$ cat config.mk
export PLATFORM = sky130hd
export DESIGN_NAME = dual_core_interrupt_controller_unit
export DESIGN_NICKNAME = d
export VERILOG_FILES = /design/src/hdl/dcic_pkg.sv /design/src/hdl/dual_core_interrupt_controller_unit.sv
export SDC_FILE = /design/constraint.sdc
export NUM_CORES = 1
export LEC_CHECK = 0
export BUFFER_PORTS_ARGS = -buffer_cell sky130_fd_sc_hd__clkbuf_2
export CAP_MARGIN = 15
export CORE_MARGIN = 8
export CORE_UTILIZATION = 50
export DETAILED_ROUTE_END_ITERATION = 8
export GPL_TIMING_DRIVEN = 0
export PLACE_DENSITY = 0.82
export SETUP_SLACK_MARGIN = 0.5
export SLEW_MARGIN = 20
export SYNTH_ARGS = -nofsm -noshare
export SYNTH_HDL_FRONTEND = slang
export SYNTH_SLANG_ARGS = --single-unit
export TNS_END_PERCENT = 1
$ cat constraint.sdc
create_clock -name clk -period 14.4 [get_ports clk]
set_input_delay 0.72 -clock clk [delete_from_list [all_inputs] [get_ports clk]]
set_output_delay 0.72 -clock clk [all_outputs]
set_load 0.1 [all_outputs]
$ cat src/hdl/dcic_pkg.sv
// ----------------------------------------------------------------------------
// dcic_pkg: shared definitions for the dual-core interrupt controller
// Command codes, register offsets and masks used by the controller logic.
// ----------------------------------------------------------------------------
package dcic_pkg;

  // Request kinds carried on the input channel
  typedef enum logic [1:0] {
    CMD_READ  = 2'd0,
    CMD_WRITE = 2'd1,
    CMD_TICK  = 2'd2,
    CMD_NONE  = 2'd3
  } cmd_t;

  localparam int unsigned DATA_W = 32;
  localparam int unsigned OFFS_W = 12;
  localparam int unsigned SIZE_W = 3;

  // Access sizes that narrow the read data
  localparam logic [SIZE_W-1:0] SIZE_BYTE = 3'd1;
  localparam logic [SIZE_W-1:0] SIZE_HALF = 3'd2;

  localparam logic [DATA_W-1:0] MASK_BYTE = 32'h0000_00ff;
  localparam logic [DATA_W-1:0] MASK_HALF = 32'h0000_ffff;
  localparam logic [DATA_W-1:0] MASK_WORD = 32'hffff_ffff;

  // High-bank summary bit in the low status words and low enable masks
  localparam int unsigned SUMMARY_IDX = 30;

  // Register offsets (byte offsets in the device window)
  localparam logic [OFFS_W-1:0] OFF_CPU_LO_STAT = 12'h000;
  localparam logic [OFFS_W-1:0] OFF_COP_LO_STAT = 12'h004;
  localparam logic [OFFS_W-1:0] OFF_ALL_LO_STAT = 12'h010;
  localparam logic [OFFS_W-1:0] OFF_CPU_LO_EN   = 12'h020;
  localparam logic [OFFS_W-1:0] OFF_CPU_LO_SET  = 12'h024;
  localparam logic [OFFS_W-1:0] OFF_CPU_LO_CLR  = 12'h028;
  localparam logic [OFFS_W-1:0] OFF_COP_LO_EN   = 12'h030;
  localparam logic [OFFS_W-1:0] OFF_COP_LO_SET  = 12'h034;
  localparam logic [OFFS_W-1:0] OFF_COP_LO_CLR  = 12'h038;
  localparam logic [OFFS_W-1:0] OFF_CPU_HI_STAT = 12'h100;
  localparam logic [OFFS_W-1:0] OFF_COP_HI_STAT = 12'h104;
  localparam logic [OFFS_W-1:0] OFF_ALL_HI_STAT = 12'h110;
  localparam logic [OFFS_W-1:0] OFF_CPU_HI_EN   = 12'h120;
  localparam logic [OFFS_W-1:0] OFF_CPU_HI_SET  = 12'h124;
  localparam logic [OFFS_W-1:0] OFF_CPU_HI_CLR  = 12'h128;
  localparam logic [OFFS_W-1:0] OFF_COP_HI_EN   = 12'h130;
  localparam logic [OFFS_W-1:0] OFF_COP_HI_SET  = 12'h134;
  localparam logic [OFFS_W-1:0] OFF_COP_HI_CLR  = 12'h138;

  // Enable masks of both cores and both banks
  typedef struct packed {
    logic [DATA_W-1:0] cpu_lo;
    logic [DATA_W-1:0] cop_lo;
    logic [DATA_W-1:0] cpu_hi;
    logic [DATA_W-1:0] cop_hi;
  } enables_t;

  // Summary bit word: bit 30 set when a high-bank status word is nonzero
  function automatic logic [DATA_W-1:0] high_summary(input logic [DATA_W-1:0] hi);
    logic [DATA_W-1:0] w;
    w = '0;
    w[SUMMARY_IDX] = |hi;
    return w;
  endfunction

  // Core interrupt flag from its status and enable words
  function automatic logic core_flag(input logic [DATA_W-1:0] lo_st,
                                     input logic [DATA_W-1:0] lo_en,
                                     input logic [DATA_W-1:0] hi_st,
                                     input logic [DATA_W-1:0] hi_en);
    return (|(lo_st & lo_en)) || (lo_en[SUMMARY_IDX] && (|(hi_st & hi_en)));
  endfunction

endpackage

$ cat src/hdl/dual_core_interrupt_controller_unit.sv
// ----------------------------------------------------------------------------
// dual_core_interrupt_controller_unit: CPU and coprocessor interrupt control
// Register reads, enable set/clear writes, IRQ ticks, one per clock when unstalled.
// ----------------------------------------------------------------------------
//
//  Channel | Direction | Handshake            | Payload
//  --------+-----------+----------------------+---------------------------------
//  in_     | input     | in_valid / in_stall  | command, offset, size, data, status
//  out_    | output    | out_valid / out_stall| read_data, cpu_irq, cop_irq
//
//  A request is taken into the input register and its result is loaded into
//  the result register; one request is taken per clock while in_stall is low.
//  Enable masks change as a write leaves the input register, so later
//  requests see the new masks in order.
//  rst_n (synchronous, active low) empties both registers and zeroes the masks.
//  A stalled result is held; with the input register full, in_stall rises.
// ----------------------------------------------------------------------------
module dual_core_interrupt_controller_unit (
  input  logic        clk,
  input  logic        rst_n,
  input  logic        in_valid,
  output logic        in_stall,
  input  logic [1:0]  in_command,
  input  logic [11:0] in_reg_offset,
  input  logic [2:0]  in_access_size,
  input  logic [31:0] in_write_data,
  input  logic [31:0] in_cpu_low_pending,
  input  logic [31:0] in_cop_low_pending,
  input  logic [31:0] in_cpu_high_pending,
  input  logic [31:0] in_cop_high_pending,
  output logic        out_valid,
  input  logic        out_stall,
  output logic [31:0] out_read_data,
  output logic        out_cpu_irq,
  output logic        out_cop_irq
);

  // Input register
  logic                                 s1_valid_r;
  dcic_pkg::cmd_t                       s1_cmd_r;
  logic [dcic_pkg::OFFS_W-1:0]          s1_off_r;
  logic [dcic_pkg::SIZE_W-1:0]          s1_size_r;
  logic [dcic_pkg::DATA_W-1:0]          s1_data_r;
  logic [dcic_pkg::DATA_W-1:0]          s1_cpu_lo_r;
  logic [dcic_pkg::DATA_W-1:0]          s1_cop_lo_r;
  logic [dcic_pkg::DATA_W-1:0]          s1_cpu_hi_r;
  logic [dcic_pkg::DATA_W-1:0]          s1_cop_hi_r;

  // Enable state
  dcic_pkg::enables_t                   en_r;
  dcic_pkg::enables_t                   en_nxt;

  // Result register
  logic                                 out_valid_r;
  logic [dcic_pkg::DATA_W-1:0]          rdata_r;
  logic [dcic_pkg::DATA_W-1:0]          rdata_nxt;
  logic                                 cpu_irq_r;
  logic                                 cpu_irq_nxt;
  logic                                 cop_irq_r;
  logic                                 cop_irq_nxt;

  logic                                 out_load;
  logic                                 s1_load;
  logic [dcic_pkg::DATA_W-1:0]          word;
  logic [dcic_pkg::DATA_W-1:0]          size_mask;

  // Advance when the result register is free or being drained
  assign out_load = !out_valid_r || !out_stall;
  assign s1_load  = !s1_valid_r || out_load;
  assign in_stall = !s1_load;

  // Capture the incoming request
  always_ff @(posedge clk) begin
    if (!rst_n) begin
      s1_valid_r <= 1'b0;
    end else if (s1_load) begin
      s1_valid_r <= in_valid;
    end
    if (s1_load && in_valid) begin
      s1_cmd_r    <= dcic_pkg::cmd_t'(in_command);
      s1_off_r    <= in_reg_offset;
      s1_size_r   <= in_access_size;
      s1_data_r   <= in_write_data;
      s1_cpu_lo_r <= in_cpu_low_pending;
      s1_cop_lo_r <= in_cop_low_pending;
      s1_cpu_hi_r <= in_cpu_high_pending;
      s1_cop_hi_r <= in_cop_high_pending;
    end
  end

  // Select the addressed register word
  always_comb begin
    case ({s1_off_r[dcic_pkg::OFFS_W-1:2], 2'b00})
      dcic_pkg::OFF_CPU_LO_STAT:
        word = s1_cpu_lo_r | dcic_pkg::high_summary(s1_cpu_hi_r);
      dcic_pkg::OFF_COP_LO_STAT:
        word = s1_cop_lo_r | dcic_pkg::high_summary(s1_cop_hi_r);
      dcic_pkg::OFF_ALL_LO_STAT:
        word = s1_cpu_lo_r | s1_cop_lo_r | dcic_pkg::high_summary(s1_cpu_hi_r)
               | dcic_pkg::high_summary(s1_cop_hi_r);
      dcic_pkg::OFF_CPU_LO_EN, dcic_pkg::OFF_CPU_LO_SET, dcic_pkg::OFF_CPU_LO_CLR:
        word = en_r.cpu_lo;
      dcic_pkg::OFF_COP_LO_EN, dcic_pkg::OFF_COP_LO_SET, dcic_pkg::OFF_COP_LO_CLR:
        word = en_r.cop_lo;
      dcic_pkg::OFF_CPU_HI_STAT: word = s1_cpu_hi_r;
      dcic_pkg::OFF_COP_HI_STAT: word = s1_cop_hi_r;
      dcic_pkg::OFF_ALL_HI_STAT: word = s1_cpu_hi_r | s1_cop_hi_r;
      dcic_pkg::OFF_CPU_HI_EN, dcic_pkg::OFF_CPU_HI_SET, dcic_pkg::OFF_CPU_HI_CLR:
        word = en_r.cpu_hi;
      dcic_pkg::OFF_COP_HI_EN, dcic_pkg::OFF_COP_HI_SET, dcic_pkg::OFF_COP_HI_CLR:
        word = en_r.cop_hi;
      default: word = '0;
    endcase
  end

  // Narrow the read to the access size
  always_comb begin
    case (s1_size_r)
      dcic_pkg::SIZE_BYTE: size_mask = dcic_pkg::MASK_BYTE;
      dcic_pkg::SIZE_HALF: size_mask = dcic_pkg::MASK_HALF;
      default:             size_mask = dcic_pkg::MASK_WORD;
    endcase
  end

  // Build the result and the next enable masks
  always_comb begin
    rdata_nxt   = '0;
    cpu_irq_nxt = 1'b0;
    cop_irq_nxt = 1'b0;
    en_nxt      = en_r;
    case (s1_cmd_r)
      dcic_pkg::CMD_READ: begin
        rdata_nxt = (word >> {s1_off_r[1:0], 3'b000}) & size_mask;
      end
      dcic_pkg::CMD_WRITE: begin
        case (s1_off_r)
          dcic_pkg::OFF_CPU_LO_SET: en_nxt.cpu_lo = en_r.cpu_lo | s1_data_r;
          dcic_pkg::OFF_CPU_LO_CLR: en_nxt.cpu_lo = en_r.cpu_lo & ~s1_data_r;
          dcic_pkg::OFF_COP_LO_SET: en_nxt.cop_lo = en_r.cop_lo | s1_data_r;
          dcic_pkg::OFF_COP_LO_CLR: en_nxt.cop_lo = en_r.cop_lo & ~s1_data_r;
          dcic_pkg::OFF_CPU_HI_SET: en_nxt.cpu_hi = en_r.cpu_hi | s1_data_r;
          dcic_pkg::OFF_CPU_HI_CLR: en_nxt.cpu_hi = en_r.cpu_hi & ~s1_data_r;
          dcic_pkg::OFF_COP_HI_SET: en_nxt.cop_hi = en_r.cop_hi | s1_data_r;
          dcic_pkg::OFF_COP_HI_CLR: en_nxt.cop_hi = en_r.cop_hi & ~s1_data_r;
          default: en_nxt = en_r;
        endcase
      end
      dcic_pkg::CMD_TICK: begin
        cpu_irq_nxt = dcic_pkg::core_flag(s1_cpu_lo_r, en_r.cpu_lo,
                                          s1_cpu_hi_r, en_r.cpu_hi);
        cop_irq_nxt = dcic_pkg::core_flag(s1_cop_lo_r, en_r.cop_lo,
                                          s1_cop_hi_r, en_r.cop_hi);
      end
      default: begin
        rdata_nxt = '0;
      end
    endcase
  end

  // Commit enables and load the result as the request advances
  always_ff @(posedge clk) begin
    if (!rst_n) begin
      en_r        <= '0;
      out_valid_r <= 1'b0;
    end else if (out_load) begin
      out_valid_r <= s1_valid_r;
      if (s1_valid_r) begin
        en_r <= en_nxt;
      end
    end
    if (out_load && s1_valid_r) begin
      rdata_r   <= rdata_nxt;
      cpu_irq_r <= cpu_irq_nxt;
      cop_irq_r <= cop_irq_nxt;
    end
  end

  assign out_valid     = out_valid_r;
  assign out_read_data = rdata_r;
  assign out_cpu_irq   = cpu_irq_r;
  assign out_cop_irq   = cop_irq_r;

`ifndef NO_ASSERTIONS
  // Read data and interrupt flags never come from the same request
  a_rd_irq_excl: assert property (@(posedge clk) disable iff (!rst_n)
    out_valid_r && (rdata_r != '0) |-> !cpu_irq_r && !cop_irq_r)
    else $error("read data and irq flag in one result");

  // Input side stalls only with a request held in the input register
  a_stall_busy: assert property (@(posedge clk) disable iff (!rst_n)
    in_stall |-> s1_valid_r && out_valid_r && out_stall)
    else $error("input stalled without a blocked request");

  // Enable masks change only on a write that advances
  a_en_hold: assert property (@(posedge clk) disable iff (!rst_n)
    !(out_load && s1_valid_r && (s1_cmd_r == dcic_pkg::CMD_WRITE)) |=> $stable(en_r))
    else $error("enable masks changed without a write");

  // A request leaving the input register lands in the result register
  a_advance: assert property (@(posedge clk) disable iff (!rst_n)
    s1_valid_r && out_load |=> out_valid_r)
    else $error("request lost between stages");
`endif

endmodule

# Word-level counts from Yosys, hierarchy flattened
# Index checks and enable logic that the tools add are counted.
# op_classes
shifts,1
bitwise_logic,20
eq_ne,29
n_reduce_logical,32
n_mux,6
# ops
operator,n
32-bit case mux with 10 select lines,1
32-bit case mux with 2 select lines,5
32-bit AND,9
32-bit OR,6
32-bit OR reduction,6
32-bit by 31-bit OR with 32-bit output,4
"10-bit by 7-bit == test with 1-bit output, second input constant",9
"10-bit by 4-bit == test with 1-bit output, second input constant",6
"12-bit by 6-bit == test with 1-bit output, second input constant",4
"12-bit by 9-bit == test with 1-bit output, second input constant",4
32-bit inverter,1
32-bit by 5-bit >> shifter with 32-bit output,1
4-bit AND reduction,4
3-bit OR reduction,4
"10-bit by 1-bit == test with 1-bit output, second input constant",1
"10-bit by 3-bit == test with 1-bit output, second input constant",1
10-bit logical NOT,1
2-bit nonzero test,4
1-bit logical AND,4
1-bit logical NOT,4
1-bit logical OR,4
"3-bit by 1-bit == test with 1-bit output, second input constant",1
"3-bit by 2-bit == test with 1-bit output, second input constant",1
"2-bit by 1-bit == test with 1-bit output, second input constant",1
other kinds (2),2
# word_totals
elab_cells,105
regBits,341

# Logic depth before layout (Yosys ltp)
# Gate-level depths: netlist of run 1.
# depth
word_depth,6
mapped_depth,10

# Worst setup path after synthesis of run 1
# OpenSTA, ideal clock, no wires.
# synth_path
kind,reg-to-reg
from,"register out_valid_r, in the netlist out_valid"
to,"register s1_cmd_r[0], enable pin"
path_stages_with_launch,3
required_time_ns,13.666
setup_slack_ns,4.459
synth_period_minus_slack_ns,9.941
arrival_time_ns,9.208
path_cell_list,dfxtp_1 and3_1 nor2b_1
# synth_via
elab_chain_len,4
# synth_rtl
item,line_no,text
start: declaration,dual_core_interrupt_controller_unit.sv:54,logic out_valid_r;
start signal: assignment,dual_core_interrupt_controller_unit.sv:166,out_valid_r <= s1_valid_r;
1-bit logical NOT,dual_core_interrupt_controller_unit.sv:68,assign out_load = !out_valid_r || !out_stall;
1-bit logical OR,dual_core_interrupt_controller_unit.sv:68,
1-bit logical OR,dual_core_interrupt_controller_unit.sv:69,assign s1_load = !s1_valid_r || out_load;
1-bit logical AND,dual_core_interrupt_controller_unit.sv:79,if (s1_load && in_valid) begin
end signal: assignment,dual_core_interrupt_controller_unit.sv:80,s1_cmd_r <= dcic_pkg::cmd_t'(in_command);
end: declaration,dual_core_interrupt_controller_unit.sv:40,dcic_pkg::cmd_t s1_cmd_r;
# Every way passes these cells.
# A chain may end at the register's enable or synchronous reset.

# Final worst setup path of run 1
# layout_path
from,register s1_off_r[2] (netlist name)
to,"register rdata_r (netlist bit out_read_data[2]), data pin"
# layout_via
elab_chain_len,5
# layout_rtl
item,line_no,text
start: declaration,dual_core_interrupt_controller_unit.sv:41,logic [dcic_pkg::OFFS_W-1:0] s1_off_r;
start signal: assignment,dual_core_interrupt_controller_unit.sv:81,s1_off_r <= in_reg_offset;
10-bit by 7-bit == test with 1-bit output or 10-bit by 4-bit == test with 1-bit output (tied branches),dual_core_interrupt_controller_unit.sv:93,"case ({s1_off_r[dcic_pkg::OFFS_W-1:2], 2'b00})"
3-bit OR reduction,dual_core_interrupt_controller_unit.sv:93,
32-bit case mux with 10 select lines *,dual_core_interrupt_controller_unit.sv:93,
32-bit by 5-bit >> shifter with 32-bit output *,dual_core_interrupt_controller_unit.sv:133,"rdata_nxt = (word >> {s1_off_r[1:0], 3'b000}) & size_mask;"
32-bit AND *,dual_core_interrupt_controller_unit.sv:133,
end signal: assignment,dual_core_interrupt_controller_unit.sv:172,rdata_r <= rdata_nxt;
end: declaration,dual_core_interrupt_controller_unit.sv:55,logic [dcic_pkg::DATA_W-1:0] rdata_r;
# Mark *: on every way between the ends. The rest lies on a longest branch, timed or not.

==> impl_metrics.ini, run 1 <==
[run_status]
status = finished, final reports clean

[pwr]
peakVddDrop_v = 0.0001093
switching_share_pct = 25.35
p_leak_nw = 6.215
intPower_mw = 1.674
power_density_nw_per_um2 = 123.2
finalPower_mw = 2.243
pwr-share-clk_pct = 41.6
seq_power_share_pct = 49.6
p_switching_mw = 0.5685
comb_power_share_pct = 8.8

[timing]
timing.fmax_mhz = 270.0
fin_crit_sh_pct = 25.72
final.setup_skew_ns = 0.03230
setup_tns_ns = 0
rsz0062_at_grt = false
worst_pin_slew_ns = 1.017
slew_viol_final = 0
hold_violations = 0
fin_crit_ns = 3.704
max-slew-margin-rel_pct = 31.99
setup_viol = 0

[yosys]
seq_area_frac_synth_pct = 58.61
synth-simple-area-share_pct = 8.426
ys_seq_elements = 341
syn_nets = 1459
synth_edf_count = 211
synth-warning-count = 0
synthXorXnorAreaFrac_pct = 0.2215
yosys.cell_count.top_type = edfxtp_1
synthesis.area_sq_um = 15250
synth_top_area_share_pct = 41.55
synth_ff_type = edfxtp_1
synth.area.top_cells = edfxtp_1, dfxtp_1, a21oi_1, a211oi_1, a22oi_1
synth_compound_area_share_pct = 25.61
ys_types = 76
synth_area_per_cell_sq_um = 11.93
synthMuxAreaShare_pct = 2.502
synth_top_family_by_area = compound AO/OA/AOI/OAI gates
syn_inst = 1278
async_flop_share_pct = 0
yosys.area.top_type = edfxtp_1
synthAdderAreaFrac_pct = 0
synth_commonest_cells = edfxtp_1, a21oi_1, dfxtp_1

[place]
gp_congestion = 1.067
dp_cells = 1897
hpwl_mm = 54.02
port_buffers = 216

[worst_setup_path]
arrival_ns = 4.08
critical-path-top-delay-family = compound AO/OA/AOI/OAI gates
timing.rr.start = s1_off_r[2]$_DFFE_PP_
crit_required_ns = 14.78
start_kind = flip-flop
cp_slowest_cell = nor2_2
reg2regPathDepth = 8
crit_chain = buf_4, a21bo_1, buf_2, nor2_2, clkbuf_1, a21oi_1, o221ai_1, a221o_1
slowest_delay_ns = 0.67
r2r-end = out_read_data[2]$_SDFFCE_PP0P_
crit_fanout = 10
critPathKind = reg -> reg
r2r_slack_ns = 10.70
cp_num_buf_inv = 3
worst_setup_path_end_kind = flip-flop

[final_layout]
fill_cells = 2491
final_nets = 1720
utilization_pct = 60.01
final_cells = 1964
drive_above_1_share_pct = 28.46
area_delta_synth_final_pct = 19.41

[global_route]
grt_max_degree = 33
grt_pass1_wl_mm = 95.93
grt_pass1_vias = 13390
overflow = 0
antenna_found_initial = 1
gr-usage-all-layers_pct = 37.09

[route]
drt_iter0_markers = 2149
via_per_inst = 6.947
first_pass_iters = 8
wl_mm = 68.98
wire_per_inst_microns = 35.12
vias = 13640
drcViolationCount = 0
antenna_left = 0

[floorplan]
core-area_sq_um = 30350
std_cell_rows = 64
dieHeight_microns = 190.6
ios = 217
start_util_pct = 50.25
die_area_sq_um = 36350
die_w_microns = 190.6

[clocking]
path_clk_slew_ns = 0.06
htreeDepth = 2
clock-sinks = 341
cts_made_buffers = 36
clk_latency_ns = 0.54
cts_hold_buf = 0
clock_tree.buffer_depth = 3
clockRootBuffer = clkbuf_16
cts_tree = built
post-cts-setup-buffers = 0
post_cts_resize_count = 0

[worst_hold_path]
hold_depth = 1
min_from = in_write_data[12]
hold-path-endpoint = s1_data_r[12]$_DFFE_PP_
min_path_type = in -> reg

[run]
drv_cap = 0
[cell families after synthesis]
family / count (synthesis)
AO/OA/AOI/OAI: 555
AND/OR/NAND/NOR: 227
XOR/XNOR: 3
buffers and inverters: 122
multiplexers: 30
flip-flops: 341
[worst register-to-register path: stages, from the launching register on]
cell      delay (ns)
edfxtp_1        0.37
buf_4           0.19
a21bo_1         0.17
buf_2           0.23
nor2_2          0.68
clkbuf_1        0.65
a21oi_1         0.40
o221ai_1        0.60
a221o_1         0.27
[layer usage]
metal  global-route usage, %  wire length, microns  vias to the layer above  share of wire (%)
met3                   10.66                  8901                      259                 13
met5                       0                     0                        -                  0
met4                   22.29                  4782                        0                6.9
met2                   55.82                 30150                     1116                 44
li1                        -                     -                     5697                  -
met1                   46.95                 25150                     6571                 36
[power by group through the flow]
| stage | Sequential (mW) | Clock, mW | Combinational (mW) |
|---|---|---|---|
| 2_1_floorplan | 1.16 | 0 | 0.0763 |
| 3_3_place_gp | 1.14 | 0 | 0.183 |
| 3_5_place_dp | 1.13 | 0 | 0.192 |
| 4_1_cts | 1.11 | 0.938 | 0.193 |
| 5_1_grt | 1.11 | 0.973 | 0.204 |
| 6_report | 1.11 | 0.932 | 0.198 |
[stage by stage]
step / worst slack (ns) / hold WS [ns] / instance area [sq um]
after floorplan: 4.459 / 0.4446 / 15250
after global placement: 2.409 / 0.4626 / 16830
after detailed placement: 11.01 / 0.4936 / 17010
after CTS: 10.98 / 0.3454 / 18210
after global routing: 10.76 / 0.3456 / 18210
final: 10.70 / 0.3545 / 18210
[worst max-delay path by stage]
stage                                 from  depth (start not counted)                             end  slack, ns
floorplan           out_valid$_SDFFE_PN0P_                          2           s1_cmd_r[0]$_DFFE_PP_       4.46
global placement                 out_stall                          3        s1_cop_lo_r[7]$_DFFE_PP_       2.41
detailed placement   s1_off_r[2]$_DFFE_PP_                          9  out_read_data[3]$_SDFFCE_PP0P_      11.01
CTS                  s1_off_r[2]$_DFFE_PP_                          9  out_read_data[3]$_SDFFCE_PP0P_      10.98
global route         s1_off_r[2]$_DFFE_PP_                          9  out_read_data[0]$_SDFFCE_PP0P_      10.76
finish               s1_off_r[2]$_DFFE_PP_                          8  out_read_data[2]$_SDFFCE_PP0P_      10.70
[cells in the final DEF, fill, tap and decap left out, types with 31 or more instances in the layout]
| cell type | n |
|---|---|
| nor2_1 | 45 |
| nand2_1 | 38 |
| clkbuf_2 | 216 |
| a21oi_1 | 191 |
| clkbuf_16 | 38 |
| buf_4 | 45 |
| dfxtp_1 | 130 |
| a211oi_1 | 101 |
| edfxtp_1 | 211 |
| a211oi_2 | 31 |
| a22oi_1 | 69 |
| buf_2 | 39 |
| clkbuf_1 | 32 |
[final cells by class]
class	count	area, sq um	share of cell area (%)
multi-input cells	815	5632	30.92
plain buffers	116	683.2	3.751
well taps	396	495.5	2.721
clock inverters	18	165.2	0.9069
inverters	6	22.52	0.1237
clock buffers	48	1028	5.648
diodes	1	2.502	0.01374
flip-flops and latches	341	8939	49.08
repair buffers	223	1244	6.829
Power figures use the tool's default switching activity.
==> run 2, diff against run 1 <==
- clock period: 14.4 -> 3.5 ns (I/O delays scaled with it)
==> impl_metrics.ini, run 2 (synthesized netlist as in run 1, its figures left out) <==
[route]
drcViolationCount = 0
drt_iter0_markers = 2298
antenna_left = 0
wl_mm = 74.56
vias = 14780
via_per_inst = 6.889
wire_per_inst_microns = 34.76
first_pass_iters = 7

[floorplan]
die_area_sq_um = 36350
core-area_sq_um = 30350
ios = 217
std_cell_rows = 64
die_w_microns = 190.6
dieHeight_microns = 190.6
start_util_pct = 50.25

[global_route]
grt_pass1_wl_mm = 104.4
overflow = 0
grt_max_degree = 33
antenna_found_initial = 5
grt_pass1_vias = 14580
gr-usage-all-layers_pct = 39.99

[clocking]
cts_tree = built
htreeDepth = 2
clock_tree.buffer_depth = 3
clock-sinks = 341
path_clk_slew_ns = 0.06
cts_made_buffers = 35
post-cts-setup-buffers = 0
clk_latency_ns = 0.54
clockRootBuffer = clkbuf_16

[worst_setup_path]
critical-path-top-delay-family = simple AND/OR/NAND/NOR gates
cp_num_buf_inv = 2
arrival_ns = 3.58
crit_required_ns = 3.89
worst_setup_path_end_kind = flip-flop
critPathKind = reg -> reg
cp_slowest_cell = nor3_2
crit_fanout = 10
start_kind = flip-flop
slowest_delay_ns = 0.68
path_common_cell = buf_4
crit_chain = buf_4, nand3b_1, nor3_1, nand4_1, nor3_2, buf_4, a211oi_2

[run_status]
status = finished, final reports clean

[timing]
rsz0062_at_grt = true
max-slew-margin-rel_pct = 18.42
hold_violations = 0
worst_pin_slew_ns = 1.214
slew_viol_final = 0
fin_crit_sh_pct = 91.19
final.setup_skew_ns = 0.01694
timing.fmax_mhz = 313.3
fin_crit_ns = 3.192
setup_viol = 0

[worst_hold_path]
min_path_type = in -> reg

[final_layout]
drive_above_1_share_pct = 26.49
design_area_sq_um = 20060
final_common_cell = clkbuf_2
final_cell_mix = clkbuf_2, edfxtp_1, a21oi_1
final_cells = 2145
final_nets = 1898
area_delta_synth_final_pct = 31.55

[pwr]
peakVddDrop_v = 0.0004442
finalPower_mw = 9.420
power_density_nw_per_um2 = 469.5
p_leak_nw = 6.959

[place]
port_buffers = 216
post_dp_cell_area_sq_um = 17020
hpwl_mm = 54.94
dp_cells = 1897
gp_congestion = 1.010

[run]
drv_cap = 0
## run 2: cell count changes in the layout (fill, tap and decap cells not counted), sizes merged
cell and change:
dlygate4sd3 +179, diode +4, clkinv -4, buf -2, clkinvlp +3, inv +1
## run 2: path summary, 6_finish.rpt
kind / from / endpoint / slack, ns / depth (start not counted)
setup / recovery: s1_off_r[5]$_DFFE_PP_ / flip-flop / 0.31 / 7
hold / removal: in_cop_low_pending[31] / s1_cop_lo_r[31]$_DFFE_PP_ / 0.34 / 2
setup reg to reg: s1_off_r[5]$_DFFE_PP_ / flip-flop / 0.31 / 7
hold reg to reg: flip-flop / flip-flop / 0.54 / 2
## run 2: layer usage
| layer | GRT usage, % | part of all wire, % | up-vias |
|---|---|---|---|
| met5 | 0 | 0.17 | - |
| met1 | 47.42 | 34 | 7049 |
| met3 | 13.35 | 13 | 375 |
| li1 | - | - | 6059 |
| met2 | 63.18 | 45 | 1285 |
| met4 | 22.64 | 7.1 | 8 |
## run 2: area by class of cell
cell class	count	area, sq um
well taps	396	495.5
plain buffers	116	694.4
repair buffers	402	3028
diodes	5	12.51
fillers	2177	10290
clock inverters	18	191.4
flip-flops and latches	341	8942
clock buffers	46	972.2
multi-input cells	815	5704
inverters	6	22.52
## run 2: stage by stage
step                utilization, %  hold WS [ns]  TNS (ns)  setup slack, ns
finish                       66.11        0.3440         0           0.3082
CTS                          65.90        0.3273         0           0.3968
global route                 66.08        0.3451         0           0.3416
global placement             55.50        0.3518   -299.38           -1.339
detailed placement           56.07        0.3536         0           0.1216
floorplan                        -        0.2739    -79.59          -0.3821
## run 2: power breakdown
group	switching [mW]	internal (mW)
clock network	1.69	2.15
logic	0.645	0.361
registers	0.157	4.43
total	2.49	6.93
## run 2: repair_timing
item	CTS	global route
hold buffers	179	0
endpoints found under the setup margin	25	112
pin swaps	2	4
hold endpoints to repair	179	0
resized for setup	11	16
==> run 3, diff against run 2 <==
- CTS_CLUSTER_DIAMETER: unset -> 150
- RECOVER_POWER: unset -> 50
- clock period: 3.5 -> 3.86 ns (I/O delays scaled with it)
==> impl_metrics.ini, run 3 (synthesized netlist as in run 1, its figures left out) <==
[run_status]
status = complete, but fails checks
violations = max-capacitance violations, max-slew violations

[timing]
hold_violations = 0
timing.fmax_mhz = 286.3
fin_crit_ns = 3.492
fin_ws_ns = 0.3677
rsz0062_at_grt = true
worst_pin_slew_ns = 1.608
slew_viol_final = 60
fin_crit_sh_pct = 90.47
max-slew-margin-rel_pct = -7.219
setup_viol = 0
final.setup_skew_ns = 0.01600

[clocking]
htreeDepth = 2
post-cts-setup-buffers = 0
clk_latency_ns = 0.54
clock_tree.buffer_depth = 3
clock-sinks = 341
clockRootBuffer = clkbuf_16
path_clk_slew_ns = 0.06
cts_tree = built
cts_made_buffers = 35

[floorplan]
std_cell_rows = 64
die_w_microns = 190.6
die_area_sq_um = 36350
core-area_sq_um = 30350
ios = 217
start_util_pct = 50.25
dieHeight_microns = 190.6

[worst_setup_path]
start_kind = flip-flop
slowest_delay_ns = 0.62
path_common_cell = buf_2
crit_fanout = 10
worst_setup_path_end_kind = flip-flop
cp_slowest_cell = a21oi_1
crit_chain = buf_4, a21bo_1, buf_2, nor2_1, buf_2, a22oi_1, a21oi_1, nor3_1, o32ai_1
critPathKind = reg -> reg
arrival_ns = 3.84
crit_required_ns = 4.21

[route]
wire_per_inst_microns = 34.80
drt_iter0_markers = 2287
drcViolationCount = 0
vias = 14850
wl_mm = 74.58
via_per_inst = 6.930
first_pass_iters = 7
antenna_left = 0

[pwr]
power_density_nw_per_um2 = 429.1
peakVddDrop_v = 0.0004012
p_leak_nw = 6.784
finalPower_mw = 8.518

[place]
port_buffers = 216
dp_cells = 1897
dpl_worst_slack_ns = 0.4816
hpwl_mm = 54.94
gp_congestion = 1.010

[global_route]
grt_pass1_vias = 14590
overflow = 0
grt_pass1_wl_mm = 104.4
grt_max_degree = 33
antenna_found_initial = 4
gr-usage-all-layers_pct = 40.07

[run]
drv_cap = 2

[final_layout]
utilization_pct = 65.41
final_cells = 2143
fill_cells = 2231
final_cell_mix = edfxtp_1, a21oi_1, dlygate4sd3_1
final_common_cell = edfxtp_1
area_delta_synth_final_pct = 30.17
drive_above_1_share_pct = 23.05
final_nets = 1898

[worst_hold_path]
min_path_type = in -> reg
-- run 3: changes by cell type in the layout (fill, tap and decap cells not counted), sizes merged --
cell    change
clkbuf      +2
buf         -2
diode       -2
-- run 3: where the power goes --
group	leakage (nW)	internal, mW	switching, mW	total [mW]
combinational	3.15	0.311	0.579	0.890
clock	0.558	1.95	1.52	3.47
sequential	3.07	4.02	0.141	4.16
-- run 3: per-stage QoR --
stage	area, sq um	hold slack (ns)	TNS (ns)
floorplan	15270	0.2919	-3.905
global placement	16840	0.3698	-189.04
detailed placement	17020	0.3716	0
CTS	19970	0.3453	0
global route	19850	0.3646	0
finish	19850	0.3604	0
-- run 3: metal layers --
metal / GRT usage (%) / up-vias / wire [microns]
li1: - / 6055 / -
met1: 47.46 / 7131 / 25910
met2: 63.13 / 1277 / 33720
met3: 13.70 / 381 / 9547
met4: 22.67 / 6 / 5357
met5: 0 / - / 40
-- run 3: layout make-up --
class / count / area (sq um) / area share (%)
clock inverters: 18 / 191.4 / 0.9643
diodes: 3 / 7.507 / 0.03782
plain buffers: 116 / 685.7 / 3.454
flip-flops and latches: 341 / 8939 / 45.03
clock buffers: 46 / 972.2 / 4.897
repair buffers: 402 / 2914 / 14.68
well taps: 396 / 495.5 / 2.496
multi-input cells: 815 / 5624 / 28.33
inverters: 6 / 22.52 / 0.1135
-- run 3: path summary, 6_finish.rpt --
kind	depth (start not counted)	slack, ns	from	to
max	9	0.37	s1_off_r[2]$_DFFE_PP_	out_read_data[11]$_SDFFCE_PP0P_
min	2	0.36	in_cop_low_pending[31]	s1_cop_lo_r[31]$_DFFE_PP_
max reg2reg	9	0.37	s1_off_r[2]$_DFFE_PP_	out_read_data[11]$_SDFFCE_PP0P_
min reg2reg	2	0.54	flip-flop	flip-flop
-- run 3: worst max-delay path: cells and delay by family, from the launching register on --
kind / cells / cell delay (ns)
AOI/OAI and AO/OA: 4 / 1.26
and+or+nand+nor: 2 / 0.73
buffers and inverters: 3 / 0.91
DFF: 1 / 0.38
-- run 3: repair_timing --
action,CTS,global route
resized for setup,1,3
setup endpoints to repair,3,9
endpoints found under the hold margin,179,0
hold buffers,179,0
